==> config.mk <==
export PLATFORM = sky130hd
export DESIGN_NAME = position_record_parser
export DESIGN_NICKNAME = d
export VERILOG_FILES = /design/src/sv/prp_pkg.sv /design/src/sv/position_record_parser.sv
export VERILOG_INCLUDE_DIRS = /design/src /design/src/sv
export SDC_FILE = /design/constraint.sdc
export NUM_CORES = 1
export LEC_CHECK = 0
export BUFFER_PORTS_ARGS = -buffer_cell sky130_fd_sc_hd__buf_2
export CORE_UTILIZATION = 45
export CTS_BUF_LIST = sky130_fd_sc_hd__clkbuf_16
export DETAILED_ROUTE_END_ITERATION = 7
export GPL_ROUTABILITY_DRIVEN = 0
export GPL_TIMING_DRIVEN = 0
export HOLD_SLACK_MARGIN = 0.12
export PLACE_DENSITY = 0.63
export SYNTH_ARGS = -nofsm -noshare
export SYNTH_HDL_FRONTEND = slang
export SYNTH_SLANG_ARGS = --single-unit
==> constraint.sdc <==
create_clock -name clk -period 6.8 [get_ports clk]
set_input_delay 0.68 -clock clk [delete_from_list [all_inputs] [get_ports clk]]
set_output_delay 0.68 -clock clk [all_outputs]
set_load 0.02 [all_outputs]
==> src/sv/position_record_parser_macros.svh <==
// assertion macros for the position record parser
// no dependencies; included inside module bodies that assert
`ifndef POSITION_RECORD_PARSER_MACROS_SVH
`define POSITION_RECORD_PARSER_MACROS_SVH

// same-cycle implication under the async reset
`define PRP_ASSERT_NOW(label, clk, rst_n, ante, cons) \
    label: assert property (@(posedge clk) disable iff (!rst_n) (ante) |-> (cons)) \
        else $error("position record parser: same-cycle check failed");

// next-cycle implication under the async reset
`define PRP_ASSERT_NEXT(label, clk, rst_n, ante, cons) \
    label: assert property (@(posedge clk) disable iff (!rst_n) (ante) |=> (cons)) \
        else $error("position record parser: next-cycle check failed");

`endif

==> src/sv/prp_pkg.sv <==
// shared types, constants and character helpers for the position record parser
// no dependencies
`default_nettype none

package prp_pkg;

    typedef enum logic [1:0] {
        PH_BLANK,
        PH_SIGN,
        PH_DIGITS
    } phase_t;

    localparam logic [7:0] CH_SEP   = 8'h3B; // ';'
    localparam logic [7:0] CH_MINUS = 8'h2D; // '-'
    localparam logic [7:0] CH_N     = 8'h4E;
    localparam logic [7:0] CH_S     = 8'h53;
    localparam logic [7:0] CH_E     = 8'h45;
    localparam logic [7:0] CH_W     = 8'h57;

    localparam logic [2:0] TAG_LEN     = 3'd6;
    localparam logic [4:0] FIELD_LIMIT = 5'd24;
    localparam logic [4:0] LAST_FIELD  = 5'd23;

    localparam logic [4:0] FLD_TAG     = 5'd0;
    localparam logic [4:0] FLD_TIME    = 5'd1;
    localparam logic [4:0] FLD_LAT_DEG = 5'd2;
    localparam logic [4:0] FLD_LAT_MIN = 5'd3;
    localparam logic [4:0] FLD_LAT_FRC = 5'd4;
    localparam logic [4:0] FLD_LAT_DIR = 5'd5;
    localparam logic [4:0] FLD_LON_DEG = 5'd6;
    localparam logic [4:0] FLD_LON_MIN = 5'd7;
    localparam logic [4:0] FLD_LON_FRC = 5'd8;
    localparam logic [4:0] FLD_LON_DIR = 5'd9;

    // a digit d overflows when acc*10+d > limit, i.e. acc > q or (acc == q and d > r)
    localparam logic [63:0] POS_LIMIT = 64'h7FFF_FFFF_FFFF_FFFF;
    localparam logic [63:0] NEG_LIMIT = 64'h8000_0000_0000_0000;
    localparam logic [63:0] POS_QUOT  = POS_LIMIT / 64'd10;
    localparam logic [63:0] NEG_QUOT  = NEG_LIMIT / 64'd10;
    localparam logic [3:0]  POS_REM   = 4'(POS_LIMIT % 64'd10);
    localparam logic [3:0]  NEG_REM   = 4'(NEG_LIMIT % 64'd10);

    function automatic logic is_blank(input logic [7:0] c);
        return (c == 8'h20) || (c >= 8'h09 && c <= 8'h0D);
    endfunction

    function automatic logic is_digit(input logic [7:0] c);
        return (c >= 8'h30) && (c <= 8'h39);
    endfunction

    function automatic logic is_numeric_field(input logic [4:0] f);
        return (f >= FLD_TIME && f <= FLD_LAT_FRC) ||
               (f >= FLD_LON_DEG && f <= FLD_LON_FRC) ||
               (f >= 5'd10 && f <= 5'd13);
    endfunction

    // expected tag text, one character per match position
    function automatic logic [7:0] tag_char(input logic [2:0] pos);
        logic [7:0] c;
        case (pos)
            3'd0:    c = 8'h67; // g
            3'd1:    c = 8'h70; // p
            3'd2:    c = 8'h73; // s
            3'd3:    c = 8'h72; // r
            3'd4:    c = 8'h6D; // m
            3'd5:    c = 8'h63; // c
            default: c = 8'h00;
        endcase
        return c;
    endfunction

endpackage

`default_nettype wire

==> src/sv/position_record_parser.sv <==
// position record parser: byte-wide text in, one decoded record per marked last byte
// depends on prp_pkg and position_record_parser_macros.svh
//
// Input channel: one text byte per beat (char_in, record_end) on byte_valid / byte_stall.
// Output channel: one result beat per record on result_valid / result_stall.
// A beat is taken on a rising edge with valid high and stall low.
// Throughput: one byte per cycle, sustained, while results are being taken.
// A record's last byte is taken into the input register; the parse logic then loads the
// result register from it, once that register is free or its beat is being taken.
// Each byte needs one small update of the field state (a 64-bit multiply-by-ten and
// compare for digits), which is the path between the input and result registers.
// When the receiver stalls, the result register holds its beat; bytes keep flowing
// until a last byte reaches the parse stage with the result register still full.
// Reset (rst_n low, asynchronous) empties both registers and starts a fresh record.
// A record is valid with exactly 24 fields, tag gpsrmc and well-formed number and
// direction fields; an invalid record gives record_valid low and all values zero.
`default_nettype none

module position_record_parser
    import prp_pkg::*;
(
    input  wire logic        clk,
    input  wire logic        rst_n,

    input  wire logic        byte_valid,
    output logic             byte_stall,
    input  wire logic [7:0]  char_in,
    input  wire logic        record_end,

    output logic             result_valid,
    input  wire logic        result_stall,
    output logic             record_valid,
    output logic [31:0]      timestamp,
    output logic [15:0]      lat_degrees,
    output logic [15:0]      lat_minutes,
    output logic [31:0]      lat_fraction,
    output logic             lat_south,
    output logic [15:0]      lon_degrees,
    output logic [15:0]      lon_minutes,
    output logic [31:0]      lon_fraction,
    output logic             lon_west
);

    `include "position_record_parser_macros.svh"

    // input register
    logic       in_valid_reg;
    logic [7:0] in_char_reg;
    logic       in_end_reg;

    // parse state
    logic [4:0]  field_number_reg, field_number_next;
    logic [2:0]  tag_pos_reg, tag_pos_next;
    logic        format_good_reg, format_good_next;
    phase_t      phase_reg, phase_next;
    logic [1:0]  letter_cnt_reg, letter_cnt_next;
    logic [7:0]  first_letter_reg, first_letter_next;
    logic [63:0] acc_reg, acc_next;
    logic        neg_reg, neg_next;
    logic        ovf_reg, ovf_next;
    logic        unp_reg, unp_next;
    logic [31:0] held_time_reg, held_time_next;
    logic [15:0] held_lat_deg_reg, held_lat_deg_next;
    logic [15:0] held_lat_min_reg, held_lat_min_next;
    logic [31:0] held_lat_frc_reg, held_lat_frc_next;
    logic [15:0] held_lon_deg_reg, held_lon_deg_next;
    logic [15:0] held_lon_min_reg, held_lon_min_next;
    logic [31:0] held_lon_frc_reg, held_lon_frc_next;
    logic        held_south_reg, held_south_next;
    logic        held_west_reg, held_west_next;

    // result register
    logic        res_valid_reg;
    logic        res_ok_reg;
    logic [31:0] res_time_reg;
    logic [15:0] res_lat_deg_reg;
    logic [15:0] res_lat_min_reg;
    logic [31:0] res_lat_frc_reg;
    logic        res_south_reg;
    logic [15:0] res_lon_deg_reg;
    logic [15:0] res_lon_min_reg;
    logic [31:0] res_lon_frc_reg;
    logic        res_west_reg;

    logic        out_free;
    logic        parse_en;
    logic [3:0]  digit;
    logic [63:0] acc_grown;
    logic        digit_ovf;
    logic [31:0] field_val;
    logic        rec_ok;

    assign out_free   = !res_valid_reg || !result_stall;
    assign parse_en   = in_valid_reg && (!in_end_reg || out_free);
    assign byte_stall = in_valid_reg && !parse_en;

    always_ff @(posedge clk or negedge rst_n)
    begin
        if (!rst_n)
        begin
            in_valid_reg <= 1'b0;
        end
        else if (!byte_stall)
        begin
            in_valid_reg <= byte_valid;
        end
    end

    always_ff @(posedge clk)
    begin
        if (!byte_stall && byte_valid)
        begin
            in_char_reg <= char_in;
            in_end_reg  <= record_end;
        end
    end

    // digit step: acc*10 + d, checked against the limit quotient and remainder
    assign digit     = in_char_reg[3:0];
    assign acc_grown = {acc_reg[60:0], 3'b000} + {acc_reg[62:0], 1'b0} + {60'd0, digit};
    assign digit_ovf = neg_reg ? ((acc_reg > NEG_QUOT) || (acc_reg == NEG_QUOT && digit > NEG_REM))
                               : ((acc_reg > POS_QUOT) || (acc_reg == POS_QUOT && digit > POS_REM));

    // only the low 32 bits of the closed field's value are ever kept
    always_comb
    begin
        if (ovf_reg || unp_reg || phase_reg != PH_DIGITS)
        begin
            field_val = 32'd0;
        end
        else if (neg_reg)
        begin
            field_val = 32'd0 - acc_reg[31:0];
        end
        else
        begin
            field_val = acc_reg[31:0];
        end
    end

    // next parse state for one byte
    always_comb
    begin
        field_number_next = field_number_reg;
        tag_pos_next      = tag_pos_reg;
        format_good_next  = format_good_reg;
        phase_next        = phase_reg;
        letter_cnt_next   = letter_cnt_reg;
        first_letter_next = first_letter_reg;
        acc_next          = acc_reg;
        neg_next          = neg_reg;
        ovf_next          = ovf_reg;
        unp_next          = unp_reg;
        held_time_next    = held_time_reg;
        held_lat_deg_next = held_lat_deg_reg;
        held_lat_min_next = held_lat_min_reg;
        held_lat_frc_next = held_lat_frc_reg;
        held_lon_deg_next = held_lon_deg_reg;
        held_lon_min_next = held_lon_min_reg;
        held_lon_frc_next = held_lon_frc_reg;
        held_south_next   = held_south_reg;
        held_west_next    = held_west_reg;

        if (in_char_reg == CH_SEP)
        begin
            // close the current field
            if (field_number_reg == FLD_TAG)
            begin
                if (tag_pos_reg != TAG_LEN)
                begin
                    format_good_next = 1'b0;
                end
            end
            else if (is_numeric_field(field_number_reg))
            begin
                if (phase_reg == PH_BLANK)
                begin
                    format_good_next = 1'b0;
                end
                case (field_number_reg)
                    FLD_TIME:    held_time_next    = field_val;
                    FLD_LAT_DEG: held_lat_deg_next = field_val[15:0];
                    FLD_LAT_MIN: held_lat_min_next = field_val[15:0];
                    FLD_LAT_FRC: held_lat_frc_next = field_val;
                    FLD_LON_DEG: held_lon_deg_next = field_val[15:0];
                    FLD_LON_MIN: held_lon_min_next = field_val[15:0];
                    FLD_LON_FRC: held_lon_frc_next = field_val;
                    default:     ;
                endcase
            end
            else if (field_number_reg == FLD_LAT_DIR)
            begin
                if (letter_cnt_reg != 2'd1 ||
                    (first_letter_reg != CH_N && first_letter_reg != CH_S))
                begin
                    format_good_next = 1'b0;
                end
                if (first_letter_reg != CH_N)
                begin
                    held_south_next = 1'b1;
                end
            end
            else if (field_number_reg == FLD_LON_DIR)
            begin
                if (letter_cnt_reg != 2'd1 ||
                    (first_letter_reg != CH_E && first_letter_reg != CH_W))
                begin
                    format_good_next = 1'b0;
                end
                if (first_letter_reg == CH_W)
                begin
                    held_west_next = 1'b1;
                end
            end

            tag_pos_next      = 3'd0;
            phase_next        = PH_BLANK;
            letter_cnt_next   = 2'd0;
            first_letter_next = 8'd0;
            acc_next          = 64'd0;
            neg_next          = 1'b0;
            ovf_next          = 1'b0;
            unp_next          = 1'b0;
            if (field_number_reg < FIELD_LIMIT)
            begin
                field_number_next = field_number_reg + 5'd1;
            end
        end
        else if (field_number_reg == FLD_TAG)
        begin
            if (tag_pos_reg < TAG_LEN && in_char_reg == tag_char(tag_pos_reg))
            begin
                tag_pos_next = tag_pos_reg + 3'd1;
            end
            else
            begin
                format_good_next = 1'b0;
            end
        end
        else if (is_numeric_field(field_number_reg))
        begin
            if (phase_reg == PH_BLANK && is_blank(in_char_reg))
            begin
                unp_next = 1'b1;
            end
            else if (phase_reg == PH_BLANK && in_char_reg == CH_MINUS)
            begin
                neg_next   = 1'b1;
                phase_next = PH_SIGN;
            end
            else if (is_digit(in_char_reg))
            begin
                phase_next = PH_DIGITS;
                if (!ovf_reg)
                begin
                    if (digit_ovf)
                    begin
                        ovf_next = 1'b1;
                    end
                    else
                    begin
                        acc_next = acc_grown;
                    end
                end
            end
            else
            begin
                format_good_next = 1'b0;
            end
        end
        else if (field_number_reg == FLD_LAT_DIR || field_number_reg == FLD_LON_DIR)
        begin
            // blanks before the letter are skipped, anything after it is counted
            if (!(letter_cnt_reg == 2'd0 && is_blank(in_char_reg)))
            begin
                if (letter_cnt_reg == 2'd0)
                begin
                    first_letter_next = in_char_reg;
                end
                if (letter_cnt_reg < 2'd2)
                begin
                    letter_cnt_next = letter_cnt_reg + 2'd1;
                end
            end
        end
    end

    // the close on the last byte only touches the last field, which holds nothing
    assign rec_ok = format_good_next && (field_number_next == LAST_FIELD);

    always_ff @(posedge clk or negedge rst_n)
    begin
        if (!rst_n)
        begin
            field_number_reg <= 5'd0;
            tag_pos_reg      <= 3'd0;
            format_good_reg  <= 1'b1;
            phase_reg        <= PH_BLANK;
            letter_cnt_reg   <= 2'd0;
            first_letter_reg <= 8'd0;
            acc_reg          <= 64'd0;
            neg_reg          <= 1'b0;
            ovf_reg          <= 1'b0;
            unp_reg          <= 1'b0;
            held_time_reg    <= 32'd0;
            held_lat_deg_reg <= 16'd0;
            held_lat_min_reg <= 16'd0;
            held_lat_frc_reg <= 32'd0;
            held_lon_deg_reg <= 16'd0;
            held_lon_min_reg <= 16'd0;
            held_lon_frc_reg <= 32'd0;
            held_south_reg   <= 1'b0;
            held_west_reg    <= 1'b0;
        end
        else if (parse_en)
        begin
            if (in_end_reg)
            begin
                field_number_reg <= 5'd0;
                tag_pos_reg      <= 3'd0;
                format_good_reg  <= 1'b1;
                phase_reg        <= PH_BLANK;
                letter_cnt_reg   <= 2'd0;
                first_letter_reg <= 8'd0;
                acc_reg          <= 64'd0;
                neg_reg          <= 1'b0;
                ovf_reg          <= 1'b0;
                unp_reg          <= 1'b0;
                held_time_reg    <= 32'd0;
                held_lat_deg_reg <= 16'd0;
                held_lat_min_reg <= 16'd0;
                held_lat_frc_reg <= 32'd0;
                held_lon_deg_reg <= 16'd0;
                held_lon_min_reg <= 16'd0;
                held_lon_frc_reg <= 32'd0;
                held_south_reg   <= 1'b0;
                held_west_reg    <= 1'b0;
            end
            else
            begin
                field_number_reg <= field_number_next;
                tag_pos_reg      <= tag_pos_next;
                format_good_reg  <= format_good_next;
                phase_reg        <= phase_next;
                letter_cnt_reg   <= letter_cnt_next;
                first_letter_reg <= first_letter_next;
                acc_reg          <= acc_next;
                neg_reg          <= neg_next;
                ovf_reg          <= ovf_next;
                unp_reg          <= unp_next;
                held_time_reg    <= held_time_next;
                held_lat_deg_reg <= held_lat_deg_next;
                held_lat_min_reg <= held_lat_min_next;
                held_lat_frc_reg <= held_lat_frc_next;
                held_lon_deg_reg <= held_lon_deg_next;
                held_lon_min_reg <= held_lon_min_next;
                held_lon_frc_reg <= held_lon_frc_next;
                held_south_reg   <= held_south_next;
                held_west_reg    <= held_west_next;
            end
        end
    end

    always_ff @(posedge clk or negedge rst_n)
    begin
        if (!rst_n)
        begin
            res_valid_reg <= 1'b0;
        end
        else if (parse_en && in_end_reg)
        begin
            res_valid_reg <= 1'b1;
        end
        else if (!result_stall)
        begin
            res_valid_reg <= 1'b0;
        end
    end

    // failed records report all values as zero
    always_ff @(posedge clk)
    begin
        if (parse_en && in_end_reg)
        begin
            res_ok_reg      <= rec_ok;
            res_time_reg    <= rec_ok ? held_time_next    : 32'd0;
            res_lat_deg_reg <= rec_ok ? held_lat_deg_next : 16'd0;
            res_lat_min_reg <= rec_ok ? held_lat_min_next : 16'd0;
            res_lat_frc_reg <= rec_ok ? held_lat_frc_next : 32'd0;
            res_south_reg   <= rec_ok && held_south_next;
            res_lon_deg_reg <= rec_ok ? held_lon_deg_next : 16'd0;
            res_lon_min_reg <= rec_ok ? held_lon_min_next : 16'd0;
            res_lon_frc_reg <= rec_ok ? held_lon_frc_next : 32'd0;
            res_west_reg    <= rec_ok && held_west_next;
        end
    end

    assign result_valid = res_valid_reg;
    assign record_valid = res_ok_reg;
    assign timestamp    = res_time_reg;
    assign lat_degrees  = res_lat_deg_reg;
    assign lat_minutes  = res_lat_min_reg;
    assign lat_fraction = res_lat_frc_reg;
    assign lat_south    = res_south_reg;
    assign lon_degrees  = res_lon_deg_reg;
    assign lon_minutes  = res_lon_min_reg;
    assign lon_fraction = res_lon_frc_reg;
    assign lon_west     = res_west_reg;

    `PRP_ASSERT_NOW(a_field_saturates, clk, rst_n, 1'b1, field_number_reg <= FIELD_LIMIT)
    `PRP_ASSERT_NOW(a_tag_only_in_first, clk, rst_n, tag_pos_reg != 3'd0, field_number_reg == FLD_TAG)
    `PRP_ASSERT_NOW(a_letters_only_in_dir, clk, rst_n, letter_cnt_reg != 2'd0, field_number_reg == FLD_LAT_DIR || field_number_reg == FLD_LON_DIR)
    `PRP_ASSERT_NEXT(a_end_restarts, clk, rst_n, parse_en && in_end_reg, field_number_reg == 5'd0 && format_good_reg && res_valid_reg)
    `PRP_ASSERT_NOW(a_bad_record_zero, clk, rst_n, res_valid_reg && !res_ok_reg, res_time_reg == 32'd0 && res_lat_frc_reg == 32'd0 && res_lon_frc_reg == 32'd0 && !res_south_reg && !res_west_reg)

endmodule

`default_nettype wire

== After elaboration in Yosys (flattened, before gate mapping) ==
Index checks and enable logic that the tools add are counted.

* Register bits after elaboration: 424
* Bits in latches: 0
* Bits in writable memories: 0
* Memory bits (read-only): 0
* Input port bits: 13
* Output and inout port bits: 165
* Logic and storage cells: 279
* Memories: 0

* Add/subtract/negate cells: 6
* Multiply operators: 0
* Divide/modulo/power cells: 0
* Magnitude comparators: 16
* Equal/unequal tests: 36
* Shift operators: 0
* Mux-type cells: 129
* Bitwise gates (word level): 0
* Reduce and logical (&&, ||, !) cells: 59

{| class="wikitable"
|+ Operators with widths
! operator !! number
|-
| 64-bit 2-to-1 mux || 9
|-
| 32-bit 2-to-1 mux || 17
|-
| 16-bit 2-to-1 mux || 20
|-
| 8-bit 2-to-1 mux || 9
|-
| 64-bit by 4-bit adder with 64-bit output || 1
|-
| 64-bit adder || 1
|-
| 64-bit by 60-bit equality test with 1-bit output, second input constant || 1
|-
| 64-bit by 60-bit > comparator with 1-bit output, second input constant || 1
|-
| 1-bit 2-to-1 mux || 52
|-
| 7-bit case mux with 6 select lines || 1
|-
| 8-bit by 7-bit inequality test with 1-bit output, second input constant || 4
|-
| 1-bit by 32-bit subtractor with 32-bit output, first input constant || 1
|-
| 2-bit 2-to-1 mux || 14
|-
| 3-bit nonzero test || 9
|-
| 8-bit by 6-bit equality test with 1-bit output, second input constant || 3
|-
| 5-bit by 3-bit equality test with 1-bit output, second input constant || 4
|-
| 1-bit logical AND || 20
|-
| 3-bit inequality test, second input constant || 6
|-
| 6-bit AND reduction || 3
|-
| 5-bit 2-to-1 mux || 3
|-
| 1-bit logical OR || 12
|-
| 3-bit 2-to-1 mux || 4
|-
| 5-bit by 2-bit equality test with 1-bit output, second input constant || 2
|-
| 5-bit by 4-bit equality test with 1-bit output, second input constant || 2
|-
| other kinds (36) || 47
|}

== Depth between registers and ports, before layout ==
* Depth in word-level cells: 13
* Mapped depth: 15
* Depth with buffers taken out: 14

== Least setup slack after synthesis ==
Ideal clock, no wire load.

* Path type: register -> register
* Start: register in_end_reg
* End: register res_lat_deg_reg[0], in the netlist lat_degrees[0], enable pin
* Setup time: 0.546 ns
* Data arrival time: 4.695 ns
* Data required time: 6.254 ns
* Path slack: 1.559 ns
* Stages on the path, launching flop included: 4
* Buffers on the path: 2
* Clock period less this slack: 5.241 ns
* Path through: edfxtp_1 -> clkbuf_1 -> clkbuf_1 -> and3_1

* Cells in the longest elaborated chain, start to end: 4

{| class="wikitable"
|+ RTL lines
! element !! RTL line !! RTL
|-
| from (decl) || position_record_parser.sv:49 || <nowiki>logic in_end_reg;</nowiki>
|-
| from (signal assigned) || position_record_parser.sv:114 || <nowiki>in_end_reg <= record_end;</nowiki>
|-
| 1-bit zero test || position_record_parser.sv:94 || <nowiki>assign parse_en = in_valid_reg && (!in_end_reg || out_free);</nowiki>
|-
| 1-bit logical OR || position_record_parser.sv:94 ||
|-
| 1-bit logical AND || position_record_parser.sv:94 ||
|-
| 1-bit logical AND * || position_record_parser.sv:383 || <nowiki>if (parse_en && in_end_reg)</nowiki>
|-
| to (signal assigned) || position_record_parser.sv:387 || <nowiki>res_lat_deg_reg <= rec_ok ? held_lat_deg_next : 16'd0;</nowiki>
|-
| to (decl) || position_record_parser.sv:76 || <nowiki>logic [15:0] res_lat_deg_reg;</nowiki>
|}

Mark *: on every way between the ends. The rest lies on a longest branch, timed or not.
A chain may end at the register's enable or synchronous reset.

== Worst setup path after layout ==
* Start: register in_char_reg[3]
* End: register acc_reg[58]

* Cells in the longest elaborated chain, start to end: 10
* Elaborated cells on any way between the ends: 37
* Those cells by class: add/sub: 1; order compare: 6; eq/ne: 8; mux: 10; reduce/logical: 12

{| class="wikitable"
|+ RTL lines
! element !! RTL line !! RTL
|-
| from (decl) || position_record_parser.sv:48 || <nowiki>logic [7:0] in_char_reg;</nowiki>
|-
| from (signal assigned) || position_record_parser.sv:113 || <nowiki>in_char_reg <= char_in;</nowiki>
|-
| 64-bit by 4-bit adder with 64-bit output || position_record_parser.sv:120 || <nowiki>assign acc_grown = {acc_reg[60:0], 3'b000} + {acc_reg[62:0], 1'b0} + {60'd0, digit};</nowiki>
|-
| 64-bit 2-to-1 mux || position_record_parser.sv:256 || <nowiki>if (digit_ovf)</nowiki>
|-
| 64-bit 2-to-1 mux || position_record_parser.sv:254 || <nowiki>if (!ovf_reg)</nowiki>
|-
| 64-bit 2-to-1 mux || position_record_parser.sv:251 || <nowiki>else if (is_digit(in_char_reg))</nowiki>
|-
| 64-bit 2-to-1 mux || position_record_parser.sv:246 || <nowiki>else if (phase_reg == PH_BLANK && in_char_reg == CH_MINUS)</nowiki>
|-
| 64-bit 2-to-1 mux || position_record_parser.sv:242 || <nowiki>if (phase_reg == PH_BLANK && is_blank(in_char_reg))</nowiki>
|-
| 64-bit 2-to-1 mux || position_record_parser.sv:240 || <nowiki>else if (is_numeric_field(field_number_reg))</nowiki>
|-
| 64-bit 2-to-1 mux || position_record_parser.sv:229 || <nowiki>else if (field_number_reg == FLD_TAG)</nowiki>
|-
| 64-bit 2-to-1 mux || position_record_parser.sv:164 || <nowiki>if (in_char_reg == CH_SEP)</nowiki>
|-
| 64-bit 2-to-1 mux || position_record_parser.sv:317 || <nowiki>if (in_end_reg)</nowiki>
|-
| to (signal assigned) || position_record_parser.sv:347 || <nowiki>acc_reg <= acc_next;</nowiki>
|-
| to (decl) || position_record_parser.sv:58 || <nowiki>logic [63:0] acc_reg, acc_next;</nowiki>
|}

Several ways; a longest one is shown, not always the timed one. The select of a mux whose other input is x is not followed.

==> flow_summary.toml <==
[clocking]
cts_tree = "done"
cts_buffers = 47
ctsHoldBuffers = 1
clk_latency_ns = 0.61
clock-sinks = 424
cts_buffer_depth = 3
cts_resized = 0
clkTransAtPathRegs_ns = 0.06
htreeDepth = 2
postCtsSetupRepairBufs = 0
cts-root-buf = "clkbuf_16"

[timing]
rsz0062_at_grt = "false"
finalSetupViolCount = 0
worst_slew_pin_slew_ns = 1.08
setup_slack_ns = 2.24
slew_headroom_pct = 28.3
period_share_pct = 67.1
final-hold-violation-count = 0
max_freq_mhz = 219
drv_slew = 0
skew_ns = 0.0291
period_needed_ns = 4.56

[synthesis]
ys_top_cells_by_area = "dfrtp_1, edfxtp_1, nand2_1"
synth_flop_cell = "dfrtp_1"
synthArstFlopShare_pct = 59.4
synth_top_area_share_pct = 26.7
synth.cell_area_um2 = 23600
post-synth-top-area-cell = "dfrtp_1"
yosysMostFrequentCell = "nand2_1"
ys_seq_area_share_pct = 48.7
synth-edff-count = 172
synth_cell_type_count = 83
synth_seq_cells = 424
synth_nets = 2631
syn_inst = 2482
syn_avg_cell_area_um2 = 9.49
netlist_top_cells_count = "nand2_1, a21oi_1, dfrtp_1"
yosysWarnings = 0

[setup_path]
r2r_slack_ns = 2.24
worst_path_max_delay_cell = "fa_1"
worstPathArrival_ns = 5.05
critPathMaxStageDelay_ns = 0.55
worstPathMaxFanout = 10
cp-start-kind = "flip-flop"
path_cells = "clkbuf_1 -> inv_1 -> fa_1 -> inv_1 -> fa_1 -> a211oi_1 -> o21a_1 -> a221oi_2 -> nor3_1 -> o21ai_2 -> a21oi_2 -> o31ai_4 -> o31ai_1 -> xor2_1 -> o21ai_1"
required_ns = 7.29
reg2regPathDepth = 15
end_kind = "flip-flop"
reg2reg_to = "acc_reg[58]"
r2r-start = "in_char_reg[3]"
worstSetupPathType = "reg2reg"

[power]
p_seq_share_pct = 43.4
leakagePower_uw = 0.0112
power.share.clock_pct = 33.4
p_per_area_nw_per_um2 = 271
p_sw_uw = 2390
finalPower_uw = 7270
combPwrFrac_pct = 23.1
vdd_ir_drop_max_mv = 0.161
p_int_uw = 4880
p_sw_share_pct = 32.9

[grt]
antenna_found_initial = 0
grt_pass1_wl_um = 108000
overflow = 0
grt_max_degree = 101
track_usage_pct = 25.7
grt_pass1_vias = 19080

[min_path]
hp-class = "in2reg"
holdPathEnd = "in_char_reg[5]"
hold_depth = 1
min_from = "char_in[5]"

[finish]
n_fill_cell = 4787
fin_area_um2 = 26900
antenna_cells = 0
seqCellArea_um2 = 11500
drive_above_1_share_pct = 11.9
largest_reg_flops = 64
syn_to_final_growth_pct = 14.1
finalNetCount = 2862
multi_input_area_um2 = 11300
utilization_pct = 52.2

[placed_design]
pre_cts_ws_ns = 2.26
dpl_cell_area_um2 = 25400
place_hpwl_um = 50800
portBuffers = 177

[drt]
viasPerCell = 5.82
first_pass_iters = 5
ant_nets = 0
num_vias = 19967
route.detailed.drc = 0
routedWlPerCell_um = 20.1
drt_iter0_markers = 1935
wl_um = 69000

[job]
max-cap-violations = 0

[floorplanning]
core_um2 = 51500
die_height_um = 231
fp.dieW_um = 231
rows = 83
initial_core_util_pct = 45.7
dieArea_um2 = 53300
io_pins = 178

[outcome]
status = "completed"
## cells in the final DEF, fill, tap and decap left out, drive strengths merged, types with 30 or more instances in the layout
cell and n:
a21boi 70, a21oi 261, a22o 94, buf 230
clkbuf 163, dfrtp 251, edfxtp 172, ha 134
inv 50, nand2 539, nand4 30, nor2 129
o21ai 183, o31ai 50, xnor2 48, xor2 45
## layout make-up
cell class | instances | area share, %
clock inverter | 40 | 1.00
multi-input combinational | 1856 | 41.9
inverter | 37 | 0.517
tap | 680 | 3.17
sequential | 424 | 42.7
clock buffer | 47 | 4.38
buffer | 165 | 2.58
timing repair buffer | 182 | 3.78
## per-stage QoR
stage,std cells,hold slack [ns],TNS (ns)
6_report,3431,0.249,0
5_1_grt,3431,0.241,0
4_1_cts,3431,0.235,0
3_5_place_dp,3343,0.464,0
3_3_place_gp,3339,0.454,-100.84
2_1_floorplan,2482,0.384,0
## routing by layer
layer  vias up  wire length, um  global-route usage, %
met5         -                0                      0
li1       9408                -                      -
met3       127             4020                   3.27
met2       731            31700                   40.9
met1      9701            30900                   35.8
met4         0             2450                   9.23
## worst max-delay path by stage
stage / end / startpoint / slack, ns
floorplan: lat_degrees[0] / in_end_reg / 1.56
global placement: lon_fraction[29] / in_end_reg / -0.64
detailed placement: acc_reg[58] / in_char_reg[3] / 2.26
CTS: acc_reg[58] / in_char_reg[3] / 2.24
global route: acc_reg[58] / in_char_reg[3] / 2.01
finish: acc_reg[58] / in_char_reg[3] / 2.24
## power by group through the flow
stage | Combinational (uW) | Clock, uW | Sequential (uW)
2_1_floorplan | 1200 | 0 | 3160
3_3_place_gp | 1600 | 0 | 3200
3_5_place_dp | 1670 | 0 | 3200
4_1_cts | 1670 | 2460 | 3150
5_1_grt | 1880 | 2560 | 3190
6_report | 1680 | 2430 | 3160
## logic make-up after synthesis
logic type | share of synthesized area (%)
AND/OR/NAND/NOR | 15.7
XOR/XNOR | 3.46
flip-flops | 48.7
AO/OA/AOI/OAI | 21.2
buffers and inverters | 3.53
multiplexers | 0.170
adder cells (fa/ha/maj) | 7.29
## worst max-delay path: cells and delay by family, from the launching register on
family          cells  cell delay [ns]
compound gates      8             1.81
xor+xnor            1             0.18
fa+ha+maj           2             1.04
buf+inv             3             0.58
flops               1             0.37
simple gates        1             0.45
Power figures use the tool's default switching activity.
